**src/hdl/front_matter_fence_detector_defines.svh**
```systemverilog
// ----------------------------------------------------------------------------
// Front-matter fence detector assertion macros
// Shared helpers for the concurrent checks in the detector RTL.
// ----------------------------------------------------------------------------
`ifndef FRONT_MATTER_FENCE_DETECTOR_DEFINES_SVH
`define FRONT_MATTER_FENCE_DETECTOR_DEFINES_SVH

// same-cycle implication, disabled during reset
`define FMFD_ASSERT_NOW(lbl, clk, rst, ante, cons) \
  lbl: assert property (@(posedge clk) disable iff (rst) (ante) |-> (cons)) \
    else $error("fmfd check failed");

// next-cycle implication, disabled during reset
`define FMFD_ASSERT_NEXT(lbl, clk, rst, ante, cons) \
  lbl: assert property (@(posedge clk) disable iff (rst) (ante) |=> (cons)) \
    else $error("fmfd check failed");

`endif

```
**src/hdl/fmfd_pkg.sv**
```systemverilog
// ----------------------------------------------------------------------------
// Front-matter fence detector package
// Widths, limits and beat/result types shared by the detector modules.
// ----------------------------------------------------------------------------
package fmfd_pkg;

  localparam int unsigned MAX_DOC_BYTES = 1048576;
  localparam int unsigned POS_W         = $clog2(MAX_DOC_BYTES + 1);
  localparam int unsigned OFFSET_W      = 21;
  localparam int unsigned LINE_W        = 16;
  localparam int unsigned BYTE_W        = 8;

  localparam logic [POS_W-1:0]  MAX_POS          = POS_W'(MAX_DOC_BYTES);
  localparam logic [LINE_W-1:0] LINE_LIMIT_RESET = 16'd1024;

  typedef struct packed {
    logic [BYTE_W-1:0] text_byte;
    logic              last_byte;
  } in_beat_t;

  typedef struct packed {
    logic [OFFSET_W-1:0] body_offset;
    logic                stripped;
    logic                limit_hit;
  } result_t;

endpackage

```
**src/hdl/fmfd_in_stage.sv**
```systemverilog
// ----------------------------------------------------------------------------
// Input register
// Captures one byte beat; frees itself when the scan stage takes it.
// ----------------------------------------------------------------------------
module fmfd_in_stage (
  input  logic              clk,
  input  logic              rst,
  input  logic              s_tvalid,
  output logic              s_tready,
  input  fmfd_pkg::in_beat_t s_beat,
  input  logic              advance,
  output logic              in_valid,
  output fmfd_pkg::in_beat_t in_beat
);

  assign s_tready = !in_valid || advance;

  always_ff @(posedge clk) begin
    if (rst) begin
      in_valid <= 1'b0;
    end else if (s_tready) begin
      in_valid <= s_tvalid;
    end
    if (s_tvalid && s_tready) begin
      in_beat <= s_beat;
    end
  end

endmodule

```
**src/hdl/fmfd_scan.sv**
```systemverilog
// ----------------------------------------------------------------------------
// Fence scanner
// Per-byte fence state machine, counters and the line limit register.
// ----------------------------------------------------------------------------
module fmfd_scan (
  input  logic                          clk,
  input  logic                          rst,
  input  logic                          cfg_wr_en,
  input  logic [fmfd_pkg::LINE_W-1:0]   cfg_wr_data,
  input  logic                          step,
  input  fmfd_pkg::in_beat_t            beat,
  output fmfd_pkg::result_t             result
);

  typedef enum logic [3:0] {
    PH_BOM0, PH_BOM1, PH_BOM2, PH_OPEN_FIRST, PH_OPEN_MARK, PH_OPEN_BLANKS,
    PH_OPEN_CR, PH_LINE_START, PH_CLOSE_MARK, PH_CLOSE_BLANKS, PH_CLOSE_CR,
    PH_SKIP
  } phase_t;

  typedef enum logic [1:0] {
    OC_PENDING, OC_STRIPPED, OC_UNCHANGED, OC_LIMIT
  } outcome_t;

  localparam logic [7:0] BOM_B0 = 8'hEF;
  localparam logic [7:0] BOM_B1 = 8'hBB;
  localparam logic [7:0] BOM_B2 = 8'hBF;
  localparam logic [7:0] CH_DASH = 8'h2D;
  localparam logic [7:0] CH_PLUS = 8'h2B;
  localparam logic [7:0] CH_DOT  = 8'h2E;
  localparam logic [7:0] CH_SP   = 8'h20;
  localparam logic [7:0] CH_TAB  = 8'h09;
  localparam logic [7:0] CH_CR   = 8'h0D;
  localparam logic [7:0] CH_LF   = 8'h0A;

  localparam logic [1:0] KIND_NONE = 2'd0;
  localparam logic [1:0] KIND_DASH = 2'd1;
  localparam logic [1:0] KIND_PLUS = 2'd2;
  localparam logic [1:0] KIND_DOT  = 2'd3;

  function automatic logic [1:0] kind_of(input logic [7:0] b);
    logic [1:0] k;
    k = KIND_NONE;
    if (b == CH_DASH) k = KIND_DASH;
    else if (b == CH_PLUS) k = KIND_PLUS;
    else if (b == CH_DOT) k = KIND_DOT;
    return k;
  endfunction

  function automatic logic [7:0] char_of(input logic [1:0] k);
    logic [7:0] c;
    c = CH_DOT;
    if (k == KIND_DASH) c = CH_DASH;
    else if (k == KIND_PLUS) c = CH_PLUS;
    return c;
  endfunction

  logic [fmfd_pkg::LINE_W-1:0] line_limit;
  phase_t                      phase, phase_next;
  logic [fmfd_pkg::POS_W-1:0]  byte_position, byte_position_next;
  logic [1:0]                  marker_kind, marker_kind_next;
  logic [1:0]                  marker_progress, marker_progress_next;
  logic [fmfd_pkg::LINE_W-1:0] lines_tried, lines_tried_next;
  logic [fmfd_pkg::POS_W-1:0]  found_offset, found_offset_next;
  outcome_t                    outcome, outcome_next;

  logic [7:0] b;
  logic       blank;
  logic [1:0] bk;
  logic [fmfd_pkg::POS_W-1:0] pos_inc;

  assign b       = beat.text_byte;
  assign blank   = (b == CH_SP) || (b == CH_TAB);
  assign bk      = kind_of(b);
  assign pos_inc = byte_position + 1'b1;

  always_comb begin
    phase_next           = phase;
    byte_position_next   = byte_position;
    marker_kind_next     = marker_kind;
    marker_progress_next = marker_progress;
    lines_tried_next     = lines_tried;
    found_offset_next    = found_offset;
    outcome_next         = outcome;

    if (outcome == OC_PENDING) begin
      if (byte_position >= fmfd_pkg::MAX_POS) begin
        outcome_next = OC_LIMIT;
      end else begin
        byte_position_next = pos_inc;
        unique case (phase)
          PH_BOM0, PH_OPEN_FIRST: begin
            if (phase == PH_BOM0 && b == BOM_B0) begin
              phase_next = PH_BOM1;
            end else if (bk == KIND_DASH || bk == KIND_PLUS) begin
              marker_kind_next     = bk;
              marker_progress_next = 2'd1;
              phase_next           = PH_OPEN_MARK;
            end else begin
              outcome_next = OC_UNCHANGED;
            end
          end
          PH_BOM1: begin
            if (b == BOM_B1) phase_next = PH_BOM2;
            else outcome_next = OC_UNCHANGED;
          end
          PH_BOM2: begin
            if (b == BOM_B2) phase_next = PH_OPEN_FIRST;
            else outcome_next = OC_UNCHANGED;
          end
          PH_OPEN_MARK, PH_CLOSE_MARK: begin
            if (b == char_of(marker_kind)) begin
              marker_progress_next = marker_progress + 2'd1;
              if (marker_progress == 2'd2) begin
                phase_next = (phase == PH_OPEN_MARK) ? PH_OPEN_BLANKS : PH_CLOSE_BLANKS;
              end
            end else if (phase == PH_OPEN_MARK) begin
              outcome_next = OC_UNCHANGED;
            end else begin
              phase_next = (b == CH_LF) ? PH_LINE_START : PH_SKIP;
            end
          end
          PH_OPEN_BLANKS: begin
            if (!blank) begin
              if (b == CH_LF) phase_next = PH_LINE_START;
              else if (b == CH_CR) phase_next = PH_OPEN_CR;
              else outcome_next = OC_UNCHANGED;
            end
          end
          PH_OPEN_CR: begin
            if (b == CH_LF) phase_next = PH_LINE_START;
            else outcome_next = OC_UNCHANGED;
          end
          PH_LINE_START: begin
            if (lines_tried >= line_limit) begin
              outcome_next = OC_LIMIT;
            end else begin
              lines_tried_next = lines_tried + 1'b1;
              marker_kind_next = bk;
              if (bk != KIND_NONE) begin
                marker_progress_next = 2'd1;
                phase_next           = PH_CLOSE_MARK;
              end else begin
                phase_next = (b == CH_LF) ? PH_LINE_START : PH_SKIP;
              end
            end
          end
          PH_CLOSE_BLANKS: begin
            if (!blank) begin
              if (b == CH_LF) begin
                found_offset_next = pos_inc;
                outcome_next      = OC_STRIPPED;
              end else if (b == CH_CR) begin
                phase_next = PH_CLOSE_CR;
              end else begin
                phase_next = PH_SKIP;
              end
            end
          end
          PH_CLOSE_CR: begin
            if (b == CH_LF) begin
              found_offset_next = pos_inc;
              outcome_next      = OC_STRIPPED;
            end else begin
              phase_next = PH_SKIP;
            end
          end
          default: begin
            if (b == CH_LF) phase_next = PH_LINE_START;
          end
        endcase
      end
    end
  end

  // end-of-document decision on the updated state
  always_comb begin
    result = '0;
    if (outcome_next == OC_STRIPPED) begin
      result.body_offset = fmfd_pkg::OFFSET_W'(found_offset_next);
      result.stripped    = 1'b1;
    end else if (outcome_next == OC_LIMIT) begin
      result.limit_hit = 1'b1;
    end else if (outcome_next == OC_PENDING) begin
      if (phase_next == PH_CLOSE_BLANKS) begin
        result.body_offset = fmfd_pkg::OFFSET_W'(byte_position_next);
        result.stripped    = 1'b1;
      end else if (phase_next == PH_LINE_START && lines_tried_next >= line_limit) begin
        result.limit_hit = 1'b1;
      end
    end
  end

  always_ff @(posedge clk) begin
    if (rst) begin
      line_limit      <= fmfd_pkg::LINE_LIMIT_RESET;
      phase           <= PH_BOM0;
      byte_position   <= '0;
      marker_kind     <= '0;
      marker_progress <= '0;
      lines_tried     <= '0;
      found_offset    <= '0;
      outcome         <= OC_PENDING;
    end else begin
      if (cfg_wr_en) begin
        line_limit <= cfg_wr_data;
      end
      if (step) begin
        if (beat.last_byte) begin
          phase           <= PH_BOM0;
          byte_position   <= '0;
          marker_kind     <= '0;
          marker_progress <= '0;
          lines_tried     <= '0;
          found_offset    <= '0;
          outcome         <= OC_PENDING;
        end else begin
          phase           <= phase_next;
          byte_position   <= byte_position_next;
          marker_kind     <= marker_kind_next;
          marker_progress <= marker_progress_next;
          lines_tried     <= lines_tried_next;
          found_offset    <= found_offset_next;
          outcome         <= outcome_next;
        end
      end
    end
  end

endmodule

```
**src/hdl/fmfd_out_stage.sv**
```systemverilog
// ----------------------------------------------------------------------------
// Result register
// Holds one result beat until the downstream side takes it.
// ----------------------------------------------------------------------------
module fmfd_out_stage (
  input  logic              clk,
  input  logic              rst,
  input  logic              load,
  input  fmfd_pkg::result_t load_result,
  output logic              free,
  output logic              m_tvalid,
  input  logic              m_tready,
  output fmfd_pkg::result_t m_result
);

  assign free = !m_tvalid || m_tready;

  always_ff @(posedge clk) begin
    if (rst) begin
      m_tvalid <= 1'b0;
    end else if (load) begin
      m_tvalid <= 1'b1;
    end else if (m_tready) begin
      m_tvalid <= 1'b0;
    end
    if (load) begin
      m_result <= load_result;
    end
  end

endmodule

```
**src/hdl/front_matter_fence_detector.sv**
```systemverilog
// ----------------------------------------------------------------------------
// Front-matter fence detector
// A final byte is held in the input register; its scan result then loads the result register.
// Throughput: one byte beat per cycle, except while a final byte waits for the result register.
// A final byte waits in the input register only while a result is unread.
// Reset (rst, synchronous): clears all scan state, line_limit returns to 1024.
// ----------------------------------------------------------------------------
`include "front_matter_fence_detector_defines.svh"

module front_matter_fence_detector (
  input  logic        clk,
  input  logic        rst,
  input  logic        cfg_wr_en,
  input  logic [15:0] cfg_wr_data,  // line_limit
  input  logic        s_tvalid,
  output logic        s_tready,
  input  logic [7:0]  s_tdata,      // [7:0] text_byte
  input  logic        s_tlast,      // last_byte
  output logic        m_tvalid,
  input  logic        m_tready,
  output logic [23:0] m_tdata,      // [20:0] body_offset, [23:21] zero
  output logic [1:0]  m_tuser       // [0] stripped, [1] limit_hit
);

  fmfd_pkg::in_beat_t s_beat, in_beat;
  fmfd_pkg::result_t  scan_result, m_result;
  logic in_valid, advance, out_free;

  assign s_beat.text_byte = s_tdata;
  assign s_beat.last_byte = s_tlast;
  assign advance = in_valid && (!in_beat.last_byte || out_free);

  fmfd_in_stage u_in (
    .clk      (clk),
    .rst      (rst),
    .s_tvalid (s_tvalid),
    .s_tready (s_tready),
    .s_beat   (s_beat),
    .advance  (advance),
    .in_valid (in_valid),
    .in_beat  (in_beat)
  );

  fmfd_scan u_scan (
    .clk         (clk),
    .rst         (rst),
    .cfg_wr_en   (cfg_wr_en),
    .cfg_wr_data (cfg_wr_data),
    .step        (advance),
    .beat        (in_beat),
    .result      (scan_result)
  );

  fmfd_out_stage u_out (
    .clk         (clk),
    .rst         (rst),
    .load        (advance && in_beat.last_byte),
    .load_result (scan_result),
    .free        (out_free),
    .m_tvalid    (m_tvalid),
    .m_tready    (m_tready),
    .m_result    (m_result)
  );

  assign m_tdata = {3'b000, m_result.body_offset};
  assign m_tuser = {m_result.limit_hit, m_result.stripped};

  `FMFD_ASSERT_NOW(a_flags_excl, clk, rst, m_tvalid, !(m_tuser[0] && m_tuser[1]))
  `FMFD_ASSERT_NOW(a_zero_unchanged, clk, rst, m_tvalid && !m_tuser[0], m_tdata == 24'd0)
  `FMFD_ASSERT_NOW(a_min_offset, clk, rst, m_tvalid && m_tuser[0], m_tdata >= 24'd7)
  `FMFD_ASSERT_NEXT(a_last_to_out, clk, rst, advance && in_beat.last_byte, m_tvalid)

endmodule

```
**config.mk**
```make
export PLATFORM = sky130hd
export DESIGN_NAME = front_matter_fence_detector
export DESIGN_NICKNAME = d
export VERILOG_FILES = /design/src/hdl/fmfd_pkg.sv /design/src/hdl/fmfd_in_stage.sv /design/src/hdl/fmfd_scan.sv /design/src/hdl/fmfd_out_stage.sv /design/src/hdl/front_matter_fence_detector.sv
export VERILOG_INCLUDE_DIRS = /design/src /design/src/hdl
export SDC_FILE = /design/constraint.sdc
export NUM_CORES = 1
export LEC_CHECK = 0
export BUFFER_PORTS_ARGS = -buffer_cell sky130_fd_sc_hd__buf_2
export CORE_MARGIN = 1
export CORE_UTILIZATION = 40
export DETAILED_ROUTE_END_ITERATION = 12
export SLEW_MARGIN = 40
export SYNTH_ARGS = -nofsm -noshare
export SYNTH_HDL_FRONTEND = slang
export SYNTH_HIERARCHICAL = 1
export SYNTH_SLANG_ARGS = --single-unit
```
**constraint.sdc**
```tcl
create_clock -name clk -period 4.5 [get_ports clk]
set_input_delay 0.9 -clock clk [delete_from_list [all_inputs] [get_ports clk]]
set_output_delay 0.9 -clock clk [all_outputs]
set_load 0.005 [all_outputs]
```
==> metrics.md <==
| Metric | Value |
|---|---|
| Gp weighted congestion | around 0.90 |
| Worst vdd ir | approximately 0.25 mV |
| Yosys reg bits | 118 |
| Antenna violation net count after detailed routing | 0 |
| Startpoint Class | register |
| Max-cap violation count | 0 |
| Simple-gate share of the synthesized area | a little under a quarter |
| Vias per cell | between 5 and 6 |
| Remaining Overflow, GRT | 0 |
| Tightest Pin Transition | between 800 and 900 ps |
| WP data required | about 4700 ps |
| RSZ-0062 raised after global routing | false |
| Xor/xnor share of the synthesized area | slightly below 7% |
| Clock Sinks | approximately 120 |
| Die width | roughly 140 µm |
| EDFF count, synth | 32 |
| Mapped cell area | roughly 0.0075 mm² |
| Final setup viols | 0 |
| Clock Latency Late Sink | around 420 ps |
| Worst hold path class | reg2reg |
| Rel. slew slack | between 40% and 50% |
| Cts hold-fix bufs | 0 |
| Initial antenna violation count | 0 |
| Fin. max-slew vios | 0 |
| Syn Inst Count | between 900 and 1000 |
| Vias in the first global route | approximately 6100 |
| Final #Nets | around 1000 |
| Die area | between 0.015 and 0.02 mm² |
| CTS tree | built |
| Critical Path Sink Type | register |
| Ys flop type | dfxtp_1 |
| Final worst-path cycle share | 86.5% |
| # IOs | 58 |
| Wirelength per Cell | roughly 16 µm |
| # resized after CTS | 0 |
| Final setup TNS | 0 ps |
| Layout area overhead | 12.7% |
| Non-filler instance count after layout | approximately 1200 |
| Worst Hold Endpoint | u_scan/found_offset[0] |
| Cells after DPL | roughly 1100 |
| Hold path start | u_scan/found_offset[0] |
| Post-CTS setup buffers | 0 |
| Clock period minus final worst setup slack | 3890 ps |
| Htree depth | 4 |
| Clock skew | about 5.3 ps |
| Status | finished with violations |
| Pwr Density | a little over 300 mW/mm² |
| Std-Cell Rows | slightly below 50 |
| DRT iter0 DRCs | ~550 |
| Crit path max fanout | 5 |
| Buffers on Ports | 54 |
| Starting Density | slightly above 40% |
| Mux share of post-synthesis cell area | around 2.6% |
| Worst Reg-to-Reg Cells | 15 |
| Core footprint | between 0.015 and 0.02 mm² |
| Vert. Die Dim | about 140 µm |
| Hold Slack | between 400 and 500 ps |
| Ant. Diodes | 0 |
| DP Wirelength | 12.8 mm |
| Pin count of the biggest net entering global routing | slightly above 50 |
| Failing checks | design-rule violations |
| First-pass DRT Iterations | 9 |
| # DRC | 6 |
| Clock Root Buffer | clkbuf_16 |
| R2r setup slk | ~610 ps |
| Final Hold Vio Count | 0 |
| Total GRT Usage | around a fifth |
| Ys Warns | 6 |
| Asr flop ratio synth | 0% |
| Total number of vias | approximately 6600 |
| Worst path arrival time | 4060 ps |
| Clock Path Buffers | 2 |
| Worst-path clk slew | roughly 50 ps |
| Global-route wire length before repair | about 32 mm |
| Sequential element share of the synthesized area | roughly 36% |
| Total CTS buffers | 17 |
| Lkg Pwr | 0.00303 µW |
| Crit Path Class | reg2reg |
| Main combinational cell family by area after synthesis | simple AND/OR/NAND/NOR gates |
| R2R Path End | u_out/m_result[0] |
| Compound-Gate Fraction of Synth Area | a little under a fifth |
| FF-to-FF Start | u_scan/lines_tried[0] |
| Fraction of the mapped netlist area in adder cells | under 10% |
| Final wirelength | 19.0 mm |
| Yosys cell types | between 70 and 80 |
| Max frequency | about 0.26 GHz |
| Depth of the worst hold-timing path | 2 |
| Share of cells above drive strength 1 | between 10 and 15% |
| Mean Syn Cell Area | 8.18 µm² |
## metrics by stage
stage,utilization [%],total power (µW),worst slack (ps),instance area (µm²)
floorplan,-,1280,886,7460
global placement,43.5,1360,662,7860
detailed placement,43.5,1360,620,7860
CTS,46.5,2610,577,8400
global route,46.5,2680,287,8400
finish,46.5,2580,607,8400
## where the power goes
group	switching, µW	internal, µW
clock	487	761
combinational	128	71.5
sequential	20.3	1120
total	635	1950
## layout by cell type (no fill, tap or decap), types with 5 or more instances in the layout
cell       count
nand3_1       27
nand2b_1       8
edfxtp_1      32
clkbuf_16     17
xor2_1        20
nand4_1       20
nor2_1       122
o21ai_0       44
nor4_1        11
nor2b_1       10
buf_4         16
or3_1         12
ha_1          39
a31oi_1        9
a21oi_1       81
nor3_1        31
mux2i_1       18
dfxtp_1       86
o32ai_1        5
o22ai_1       15
inv_1         38
buf_2         54
xnor2_1       39
a21o_1        10
a22oi_1       21
o21a_1         5
and2_1         7
nand2_1       50
## cell usage after synthesis (7+ instances only)
master,number,share of area (%)
nor3_1,32,2.1
and2_1,7,0.59
dfxtp_1,86,23
mux2i_1,18,2.4
a21oi_1,81,5.4
a22oi_1,21,2.1
nor2b_1,10,0.84
nor4_1,11,0.92
a21o_1,10,1.0
nand3_1,27,1.8
xnor2_1,39,4.6
a31oi_1,9,0.76
or3_1,12,1.0
edfxtp_1,32,13
inv_1,39,2.0
o21ai_0,44,3.0
o22ai_1,15,1.3
ha_1,39,6.5
xor2_1,20,2.3
clkbuf_1,57,2.9
nor2_1,122,6.1
nand2b_1,9,0.76
nand4_1,20,1.7
nand2_1,50,2.5
## worst max-delay path, cell delays in order, from the launching register on
cell      delay [ps]
dfxtp_1          400
inv_1             80
ha_1             260
nand2b_1         140
a2111o_1         420
a32oi_1          320
and4b_1          380
mux2_2           380
ha_1             270
a21o_1           160
a21o_1           170
a21oi_1          160
o21a_1           150
o221ai_1         150
nand4_1          120
o22ai_1           80
## flip-flops by register name, indices dropped and copies added (netlist names)
| name | cells |
|---|---|
| u_scan/marker_kind | 2 |
| u_out/m_result | 23 |
| u_in/in_valid | 1 |
| u_scan/phase | 4 |
| u_scan/found_offset | 21 |
| u_scan/byte_position | 21 |
| u_scan/outcome | 2 |
| u_scan/line_limit | 16 |
| u_in/in_beat | 9 |
| u_scan/marker_progress | 2 |
| u_scan/lines_tried | 16 |
| u_out/m_tvalid | 1 |
## kinds of logic after synthesis
group / after synthesis
other: 1
adders and majority gates: 39
and+or+nand+nor: 340
buffers and inverters: 110
DFF: 118
AOI/OAI and AO/OA: 226
muxes: 19
xor gates and xnor gates: 59
## how the worst max path moves through the flow
stage / start / to
after global placement: u_scan/lines_tried[0] / u_out/m_result[0]
after global routing: u_scan/lines_tried[0] / u_out/m_result[0]
final: u_scan/lines_tried[0] / u_out/m_result[0]
after floorplan: u_scan/lines_tried[0] / u_out/m_result[0]
after detailed placement: u_scan/lines_tried[0] / u_out/m_result[0]
after CTS: u_scan/lines_tried[0] / u_out/m_result[0]
## area by class of cell
cell class | instances | area (µm²)
Multi-Input combinational cell | 686 | 4340
Timing Repair Buffer | 71 | 410
Tap cell | 229 | 287
Clock buffer | 25 | 495
Fill cell | 1773 | 9680
Clock inverter | 7 | 46.3
Inverter | 39 | 146
Sequential cell | 118 | 2680
## metal layers
metal,wire length (µm),vias to the layer above,GRT usage (%)
met5,0,-,0
met4,211,0,7.39
met3,752,17,2.98
met2,8490,156,31.6
met1,9560,3109,29.7
li1,-,3317,-
Power figures use the tool's default switching activity.
